--- src/rtl/core/mpfl_pkg.sv ---
// ----------------------------------------------------------------------------
// Multi-pool free list allocator package
// Shared types, operation codes and sizing constants for the allocator.
// ----------------------------------------------------------------------------
package mpfl_pkg;

	// Fixed field widths of the command and response transactions.
	localparam int FUNC_W      = 2;
	localparam int POOL_W      = 2;
	localparam int HANDLE_W    = 8;
	localparam int LINK_W      = HANDLE_W + 1;
	localparam int LINK_DEPTH  = 1 << HANDLE_W;
	localparam int COUNT_W     = 7;
	localparam int NUM_REGS    = 4;
	localparam int CFG_INDEX_W = 2;

	// Link value with the top bit set marks the end of a list.
	localparam logic [LINK_W-1:0] EMPTY_MARK = {1'b1, {HANDLE_W{1'b0}}};

	// Reset value of every pool count register.
	localparam logic [COUNT_W-1:0] COUNT_RESET = COUNT_W'(16);

	// Defaults for the top level parameters.
	localparam int NUM_POOLS_DEF  = 4;
	localparam int POOL_SLOTS_DEF = 64;

	// Operation codes.
	localparam logic [FUNC_W-1:0] FUNC_ALLOC = 2'd0;
	localparam logic [FUNC_W-1:0] FUNC_FREE  = 2'd1;
	localparam logic [FUNC_W-1:0] FUNC_INIT  = 2'd2;
	localparam logic [FUNC_W-1:0] FUNC_NONE  = 2'd3;

	typedef struct packed {
		logic [FUNC_W-1:0]   func;
		logic [POOL_W-1:0]   pool;
		logic [HANDLE_W-1:0] handle;
		logic                handle_null;
	} cmd_t;

	typedef struct packed {
		logic [HANDLE_W-1:0] got_handle;
		logic                ok;
	} rsp_t;

endpackage

--- src/rtl/core/mpfl_ram.sv ---
// ----------------------------------------------------------------------------
// Generic single-clock RAM
// One write port and one read port; the read data is registered.
// ----------------------------------------------------------------------------
module mpfl_ram #(
	parameter int WIDTH = 8,
	parameter int DEPTH = 256
) (
	input  logic                     clk,
	input  logic                     we,
	input  logic [$clog2(DEPTH)-1:0] waddr,
	input  logic [WIDTH-1:0]         wdata,
	input  logic [$clog2(DEPTH)-1:0] raddr,
	output logic [WIDTH-1:0]         rdata
);

	logic [WIDTH-1:0] mem [DEPTH];

	// Write port and registered read port.
	always_ff @(posedge clk) begin
		if (we) begin
			mem[waddr] <= wdata;
		end
		rdata <= mem[raddr];
	end

endmodule

--- src/rtl/core/multi_pool_free_list_allocator.sv ---
// ----------------------------------------------------------------------------
// Multi-pool free list allocator
// One last-in-first-out free list per pool over a shared next-link RAM.
// ----------------------------------------------------------------------------
//
//  Channel   Ports                          Transaction taken when
//  --------  -----------------------------  -----------------------------
//  command   start, busy, cmd               start high and busy low
//  response  done, result                   done high (one cycle, no stall)
//  config    cfg_we, cfg_index, cfg_data    cfg_we high
//
// A free, a null free or a rejected command answers in the cycle after it
// is taken; a pop answers from the ALLOC state, after the registered link
// RAM read. Init fills each pool with its clamped count of links, one link
// per cycle, sets its head, and answers once the last pool is done.
// Reset empties every list and sets the counts to sixteen; the link RAM
// holds nothing until init or free writes it. The receiver cannot stall.
//
module multi_pool_free_list_allocator
	import mpfl_pkg::*;
#(
	parameter int NUM_POOLS  = NUM_POOLS_DEF,
	parameter int POOL_SLOTS = POOL_SLOTS_DEF
) (
	input  logic                   clk,
	input  logic                   arst_n,
	input  logic                   start,
	output logic                   busy,
	input  cmd_t                   cmd,
	output logic                   done,
	output rsp_t                   result,
	input  logic                   cfg_we,
	input  logic [CFG_INDEX_W-1:0] cfg_index,
	input  logic [COUNT_W-1:0]     cfg_data
);

	localparam int PIDX_W = (NUM_POOLS > 1) ? $clog2(NUM_POOLS) : 1;
	localparam int BASE_W = $clog2(NUM_POOLS * POOL_SLOTS) + 1;
	localparam int CALC_W = (BASE_W > 11) ? BASE_W : 11;
	localparam int SLOT_W = HANDLE_W + 1;

	localparam logic [1:0] ST_IDLE  = 2'd0;
	localparam logic [1:0] ST_ALLOC = 2'd1;
	localparam logic [1:0] ST_INIT  = 2'd2;

	logic [1:0]          state_q;
	logic [LINK_W-1:0]   head_q [NUM_POOLS];
	logic [COUNT_W-1:0]  count_q [NUM_REGS];
	logic                done_q;
	rsp_t                rsp_q;
	logic [POOL_W-1:0]   pool_s1;
	logic [HANDLE_W-1:0] got_s1;
	logic [PIDX_W-1:0]   pool_q;
	logic [BASE_W-1:0]   base_q;
	logic [SLOT_W-1:0]   slot_q;

	logic                accept;
	logic                pool_in_range;
	logic [LINK_W-1:0]   head_sel;
	logic [COUNT_W-1:0]  cnt_raw;
	logic [CALC_W-1:0]   cnt_calc;
	logic [CALC_W-1:0]   base_wide;
	logic [CALC_W-1:0]   room;
	logic [SLOT_W-1:0]   cnt_eff;
	logic                init_fill;
	logic [HANDLE_W-1:0] init_addr;
	logic [LINK_W-1:0]   init_head;
	logic                ram_we;
	logic [HANDLE_W-1:0] ram_waddr;
	logic [LINK_W-1:0]   ram_wdata;
	logic [LINK_W-1:0]   ram_rdata;

	assign busy   = (state_q != ST_IDLE);
	assign accept = start && !busy;
	assign done   = done_q;
	assign result = rsp_q;

	// Head of the addressed pool.
	always_comb begin
		head_sel = EMPTY_MARK;
		for (int i = 0; i < NUM_POOLS; i++) begin
			if (int'(cmd.pool) == i) begin
				head_sel = head_q[i];
			end
		end
		pool_in_range = (int'(cmd.pool) < NUM_POOLS);
	end

	// Number of elements carved into the pool that init is building.
	always_comb begin
		cnt_raw = '0;
		for (int i = 0; i < NUM_REGS; i++) begin
			if (int'(pool_q) == i) begin
				cnt_raw = count_q[i];
			end
		end
		cnt_calc  = CALC_W'(cnt_raw);
		base_wide = CALC_W'(base_q);
		if (cnt_calc > CALC_W'(POOL_SLOTS)) begin
			cnt_calc = CALC_W'(POOL_SLOTS);
		end
		room = '0;
		if (base_wide < CALC_W'(LINK_DEPTH)) begin
			room = CALC_W'(LINK_DEPTH) - base_wide;
		end
		if (cnt_calc > room) begin
			cnt_calc = room;
		end
		cnt_eff = cnt_calc[SLOT_W-1:0];
	end

	// Init writes one link per cycle while filling a pool; the new head is the last element carved.
	assign init_fill = (state_q == ST_INIT) && (slot_q < cnt_eff);
	assign init_addr = base_q[HANDLE_W-1:0] + slot_q[HANDLE_W-1:0];
	assign init_head = (cnt_eff == '0) ? EMPTY_MARK :
		{1'b0, base_q[HANDLE_W-1:0] + cnt_eff[HANDLE_W-1:0] - HANDLE_W'(1)};

	// Link RAM write port: init sweep or a free push.
	always_comb begin
		ram_we    = 1'b0;
		ram_waddr = cmd.handle;
		ram_wdata = head_sel;
		if (init_fill) begin
			ram_we    = 1'b1;
			ram_waddr = init_addr;
			ram_wdata = (slot_q == '0) ? EMPTY_MARK : {1'b0, init_addr - HANDLE_W'(1)};
		end else if (accept && cmd.func == FUNC_FREE && !cmd.handle_null && pool_in_range) begin
			ram_we = 1'b1;
		end
	end

	mpfl_ram #(
		.WIDTH (LINK_W),
		.DEPTH (LINK_DEPTH)
	) u_link_ram (
		.clk   (clk),
		.we    (ram_we),
		.waddr (ram_waddr),
		.wdata (ram_wdata),
		.raddr (head_sel[HANDLE_W-1:0]),
		.rdata (ram_rdata)
	);

	// Count registers.
	always_ff @(posedge clk or negedge arst_n) begin
		if (!arst_n) begin
			for (int i = 0; i < NUM_REGS; i++) begin
				count_q[i] <= COUNT_RESET;
			end
		end else if (cfg_we) begin
			for (int i = 0; i < NUM_REGS; i++) begin
				if (int'(cfg_index) == i) begin
					count_q[i] <= cfg_data;
				end
			end
		end
	end

	// Command sequencer, pool heads and the response register.
	always_ff @(posedge clk or negedge arst_n) begin
		if (!arst_n) begin
			state_q <= ST_IDLE;
			done_q  <= 1'b0;
			rsp_q   <= '0;
			pool_s1 <= '0;
			got_s1  <= '0;
			pool_q  <= '0;
			base_q  <= '0;
			slot_q  <= '0;
			for (int i = 0; i < NUM_POOLS; i++) begin
				head_q[i] <= EMPTY_MARK;
			end
		end else begin
			done_q <= 1'b0;
			unique case (state_q)
				ST_IDLE: begin
					if (accept) begin
						unique case (cmd.func)
							FUNC_ALLOC: begin
								if (pool_in_range && !head_sel[HANDLE_W]) begin
									state_q <= ST_ALLOC;
									pool_s1 <= cmd.pool;
									got_s1  <= head_sel[HANDLE_W-1:0];
								end else begin
									done_q <= 1'b1;
									rsp_q  <= '0;
								end
							end
							FUNC_FREE: begin
								done_q     <= 1'b1;
								rsp_q.got_handle <= '0;
								rsp_q.ok   <= cmd.handle_null || pool_in_range;
								if (!cmd.handle_null) begin
									for (int i = 0; i < NUM_POOLS; i++) begin
										if (int'(cmd.pool) == i) begin
											head_q[i] <= {1'b0, cmd.handle};
										end
									end
								end
							end
							FUNC_INIT: begin
								state_q <= ST_INIT;
								pool_q  <= '0;
								base_q  <= '0;
								slot_q  <= '0;
							end
							default: begin
								done_q <= 1'b1;
								rsp_q  <= '0;
							end
						endcase
					end
				end
				ST_ALLOC: begin
					// The popped element's link becomes the new head.
					for (int i = 0; i < NUM_POOLS; i++) begin
						if (int'(pool_s1) == i) begin
							head_q[i] <= ram_rdata;
						end
					end
					done_q           <= 1'b1;
					rsp_q.got_handle <= got_s1;
					rsp_q.ok         <= 1'b1;
					state_q          <= ST_IDLE;
				end
				ST_INIT: begin
					if (init_fill) begin
						slot_q <= slot_q + SLOT_W'(1);
					end else begin
						head_q[pool_q] <= init_head;
						slot_q         <= '0;
						base_q         <= base_q + BASE_W'(POOL_SLOTS);
						if (pool_q == PIDX_W'(NUM_POOLS - 1)) begin
							state_q <= ST_IDLE;
							done_q  <= 1'b1;
							rsp_q.got_handle <= '0;
							rsp_q.ok         <= 1'b1;
						end else begin
							pool_q <= pool_q + PIDX_W'(1);
						end
					end
				end
				default: begin
					state_q <= ST_IDLE;
				end
			endcase
		end
	end

	// A pop always answers in the cycle after the link read.
	a_alloc_answers: assert property (@(posedge clk) disable iff (!arst_n)
		state_q == ST_ALLOC |=> done && result.ok)
		else $error("alloc did not answer after the link read");

	// A failed transaction never carries a handle.
	a_fail_no_handle: assert property (@(posedge clk) disable iff (!arst_n)
		done && !result.ok |-> result.got_handle == '0)
		else $error("failed transaction carries a handle");

	// The link RAM is not written while a pop waits for its read data.
	a_no_write_in_pop: assert property (@(posedge clk) disable iff (!arst_n)
		state_q == ST_ALLOC |-> !ram_we)
		else $error("link RAM written during a pop");

	// An accepted init holds the command channel off.
	a_init_busy: assert property (@(posedge clk) disable iff (!arst_n)
		accept && cmd.func == FUNC_INIT |=> busy && !done)
		else $error("init did not start its sweep");

	// No response while a sweep is still writing links.
	a_no_done_in_fill: assert property (@(posedge clk) disable iff (!arst_n)
		init_fill |=> !done)
		else $error("response issued during the init sweep");

endmodule

--- config.mk ---
export PLATFORM = sky130hd
export DESIGN_NAME = multi_pool_free_list_allocator
export DESIGN_NICKNAME = d
export VERILOG_FILES = /design/src/rtl/core/mpfl_pkg.sv /design/src/rtl/core/mpfl_ram.sv /design/src/rtl/core/multi_pool_free_list_allocator.sv
export SDC_FILE = /design/constraint.sdc
export NUM_CORES = 2
export LEC_CHECK = 0
export ABC_AREA = 1
export BUFFER_PORTS_ARGS = -buffer_cell sky130_fd_sc_hd__buf_2
export CAP_MARGIN = 15
export CORE_ASPECT_RATIO = 2
export CORE_MARGIN = 5
export CORE_UTILIZATION = 45
export CTS_BUF_LIST = sky130_fd_sc_hd__clkbuf_4 sky130_fd_sc_hd__clkbuf_8
export CTS_CLUSTER_SIZE = 30
export DETAILED_ROUTE_END_ITERATION = 8
export PLACE_DENSITY = 0.64
export RECOVER_POWER = 25
export SYNTH_ARGS = -nofsm -noshare
export SYNTH_HDL_FRONTEND = slang
export SYNTH_SLANG_ARGS = --single-unit
--- constraint.sdc ---
create_clock -name clk -period 31.7 [get_ports clk]
set_input_delay 9.51 -clock clk [delete_from_list [all_inputs] [get_ports clk]]
set_output_delay 9.51 -clock clk [all_outputs]
set_load 0.05 [all_outputs]
==> flow_summary.yaml <==
logic_synthesis:
  ys_warn_count: 0
  synth.top_cell.area_share_pct: 68.3
  synth_area_leaders: "edfxtp_1, nand3_1, nand2_1"
  ys_seq_area_share_pct: 71.0
  synth-async-reset-ratio_pct: 4.14
  synthMuxAreaShare_pct: 0
  synth_seq_cells: 2413
  synth_compound_area_share_pct: 7.38
  syn_area_sq_mm: 0.101
  ys_types: 49
  synth_top_family_by_area: "simple AND/OR/NAND/NOR gates"
  synthXorXnorAreaFrac_pct: 0.173
  synth.avg_cell_area_sq_um: 11.9
  synthSimpleGateAreaFrac_pct: 17.0
  synth_edf_count: 2304
  post_synth_inst_count: 8519
  synthAdderAreaFrac_pct: 0.477
  synthFlopType: "edfxtp_1"
  synth_top_area_cell: "edfxtp_1"
clocking:
  cts_hold_buf: 0
  worst_skew_pair.late_latency_ns: 0.94
  cts_tree: "done"
  cts-resized-gates: 0
  htreeDepth: 5
  cts.sinks: 2413
  cts_root_buffer: "clkbuf_8"
  clockBufferDepth: 4
  postCtsSetupBuffers: 0
  cts_buffers: 322
  path_clk_slew_ns: 0.07
timing:
  slew_headroom_pct: -124
  skew_ns: 0.0508
  finalCriticalPeriod_ns: 15.58
  max_slew.worst_pin.slew_ns: 3.36
  worst_slack_ns: 16.12
  whs_ns: 0.486
  hold_violations: 0
  fin_tns_setup_ns: 0
  drv_slew: 271
  rsz0062_at_grt: "false"
  max_clock_freq_ghz: 0.0642
  setup_violations: 0
  finalCritPeriodShare_pct: 49.1
detailed_routing:
  drt_pass1_iterations: 8
  drtAntennaViolNets: 0
  viasPerCell: 5.80
  drtIter0Drc: 5948
  drc_errors: 0
  finalWirelength_um: 301000
  vias: 67400
  wl_per_cell_um: 25.9
setup_path:
  endpoint_kind: "register"
  reg2reg_to: "u_link_ram.mem[202][8]"
  reg2reg_from: "pool_q[1]"
  cp_max_fo: 228
  critPathLaunchType: "input pin"
  r2r_slack_ns: 22.14
  cp.arrival_ns: 16.35
  path_class: "in -> reg"
  required_ns: 32.47
  reg2reg_depth: 26
floorplan:
  coreArea_sq_mm: 0.224
  dieArea_sq_mm: 0.235
  io_pins: 37
  start_util_pct: 45.1
  die_h_um: 681
  die_w_um: 345
  rows: 246
run_status:
  status: "finished, violations left"
  failed_checks: "max-capacitance violations, max-slew violations"
pwr:
  clockPowerShare_pct: 25.7
  leakage_uw: 0.0379
  ir_drop_mv: 0.0892
  swShare_pct: 37.4
  comb_power_share_pct: 31.1
  switching_power_uw: 3450
  internal_power_uw: 5780
  pwr-share-seq_pct: 43.2
  power_density_mw_per_mm2: 83.7
finish:
  nFillCells: 19500
  fin_cells: 11600
  nets: 8474
  utilization_pct: 49.1
  drive_gt1_share_pct: 11.3
  area_growth_pct: 8.90
min_path:
  hold_end: "head_q[0]"
  worstHoldStart: "head_q[0]"
  holdCritPathClass: "reg -> reg"
  hold_depth: 2
placement:
  placed_cells: 11100
  io_buffers: 36
  gp_congestion: 0.937
  dp_hpwl_um: 179000
  post-place-ws_ns: 15.82
global_route:
  gr-usage-all-layers_pct: 24.8
  grt_use_met3_pct: 3.87
  use_met1_pct: 25.9
  busiest_layer: "met2"
  grt_util_met2_pct: 44.0
  grt.overflow.total: 0
  grt_pass1_wl_um: 440000
  grt_antenna_before_repair: 10
  grt_max_degree: 229
  first_global_vias: 67500
flow_run:
  cap_viol_max_count: 15
[cells by family after synthesis]
| logic type | count (synthesis) |
|---|---|
| other | 2 |
| adders and majority gates | 38 |
| xor gates and xnor gates | 20 |
| DFF | 2413 |
| and+or+nand+nor | 3829 |
| buffers and inverters | 1026 |
| AOI/OAI and AO/OA | 1191 |
[final cells by class]
| type | instances | area [sq um] | area share [%] |
|---|---|---|---|
| multi-input combinational | 5081 | 25500 | 23.1 |
| sequential | 2413 | 71900 | 65.2 |
| clock inverter | 159 | 1180 | 1.07 |
| antenna | 9 | 22.5 | 0.0204 |
| timing repair buffer | 146 | 1120 | 1.02 |
| clock buffer | 404 | 5140 | 4.66 |
| inverter | 446 | 1700 | 1.54 |
| tap | 2976 | 3720 | 3.38 |
[metrics by stage]
stage	cell area (sq um)	total power [uW]
2_1_floorplan	101000	5870
3_3_place_gp	104000	6840
3_5_place_dp	104000	6900
4_1_cts	110000	9230
5_1_grt	110000	9590
6_report	110000	9220
[how the worst max path moves through the flow]
stage / cells past startpoint / from / to
after CTS: 17 / cmd[9] / u_link_ram.rdata[2]
final: 17 / cmd[9] / u_link_ram.rdata[2]
after detailed placement: 17 / cmd[9] / u_link_ram.rdata[2]
after global placement: 19 / cmd[10] / u_link_ram.rdata[2]
after global routing: 17 / cmd[9] / u_link_ram.rdata[2]
after floorplan: 9 / cmd[9] / u_link_ram.mem[0][0]
[power by group through the flow]
| stage | Sequential, uW | Clock [uW] | Combinational [uW] |
|---|---|---|---|
| global route | 3990 | 2530 | 3070 |
| detailed placement | 4050 | 0 | 2850 |
| floorplan | 4220 | 0 | 1650 |
| global placement | 4050 | 0 | 2790 |
| CTS | 3980 | 2400 | 2860 |
| finish | 3980 | 2370 | 2870 |
[cell usage after synthesis, drive strengths merged (36+ instances only)]
cell	n
inv	440
ha	37
dfrtp	92
edfxtp	2304
nand3	1413
or2	300
clkbuf	346
o211ai	566
o21ai	562
buf	234
nand2	1393
a21oi	36
nor2	699
[worst max-delay path, stage by stage]
cell      delay (ns)
clkbuf_1        0.45
nand2_1         0.32
inv_1           0.33
nand2_1         0.20
nand2_8         0.50
buf_12          0.63
buf_4           0.87
buf_4           0.86
nand2_1         0.10
o211ai_1        0.16
o211ai_1        0.13
nand3_1         0.13
nand3_1         0.26
nand3_1         0.22
nand3_1         0.56
nand3_1         0.55
nand2_1         0.12
[placed cells by master (no fill, tap or decap), types with 6 or more instances in the layout]
| cell type | Yosys | final |
|---|---|---|
| a21oi_1 | 33 | 32 |
| buf_12 | 0 | 17 |
| buf_2 | 136 | 20 |
| buf_4 | 2 | 66 |
| bufinv_16 | 0 | 17 |
| clkbuf_1 | 346 | 42 |
| clkbuf_4 | 0 | 67 |
| clkbuf_8 | 0 | 337 |
| clkinv_1 | 6 | 83 |
| clkinv_2 | 0 | 53 |
| dfrtp_1 | 92 | 92 |
| dfstp_2 | 8 | 8 |
| dfxtp_1 | 9 | 9 |
| diode_2 | 0 | 9 |
| edfxtp_1 | 2304 | 2304 |
| ha_1 | 37 | 37 |
| inv_1 | 433 | 429 |
| nand2_1 | 1376 | 1377 |
| nand2_2 | 16 | 14 |
| nand3_1 | 1396 | 1393 |
| nand3_2 | 16 | 18 |
| nand4_1 | 17 | 17 |
| nor2_1 | 682 | 686 |
| nor2_4 | 9 | 9 |
| nor3_1 | 6 | 6 |
| o211ai_1 | 565 | 565 |
| o21ai_0 | 561 | 560 |
| o22ai_1 | 13 | 6 |
| o22ai_4 | 0 | 7 |
| or2_2 | 298 | 298 |
| xnor2_1 | 6 | 6 |
| xor2_1 | 14 | 14 |
[state kept, by name (all words and copies together), names as in the netlist]
signal	cells
pool_q	2
u_link_ram.rdata	9
state_q	2
head_q	36
pool_s1	2
result	9
count_q	28
slot_q	9
done	1
u_link_ram.mem	2304
base_q	3
got_s1	8
[metal layers]
metal  routed length [um]  vias up
li1                     -    30300
met1                97600    33300
met2               155000     2888
met3                18800      969
met4                29800       10
met5                   60        -
Power figures use the tool's default switching activity.
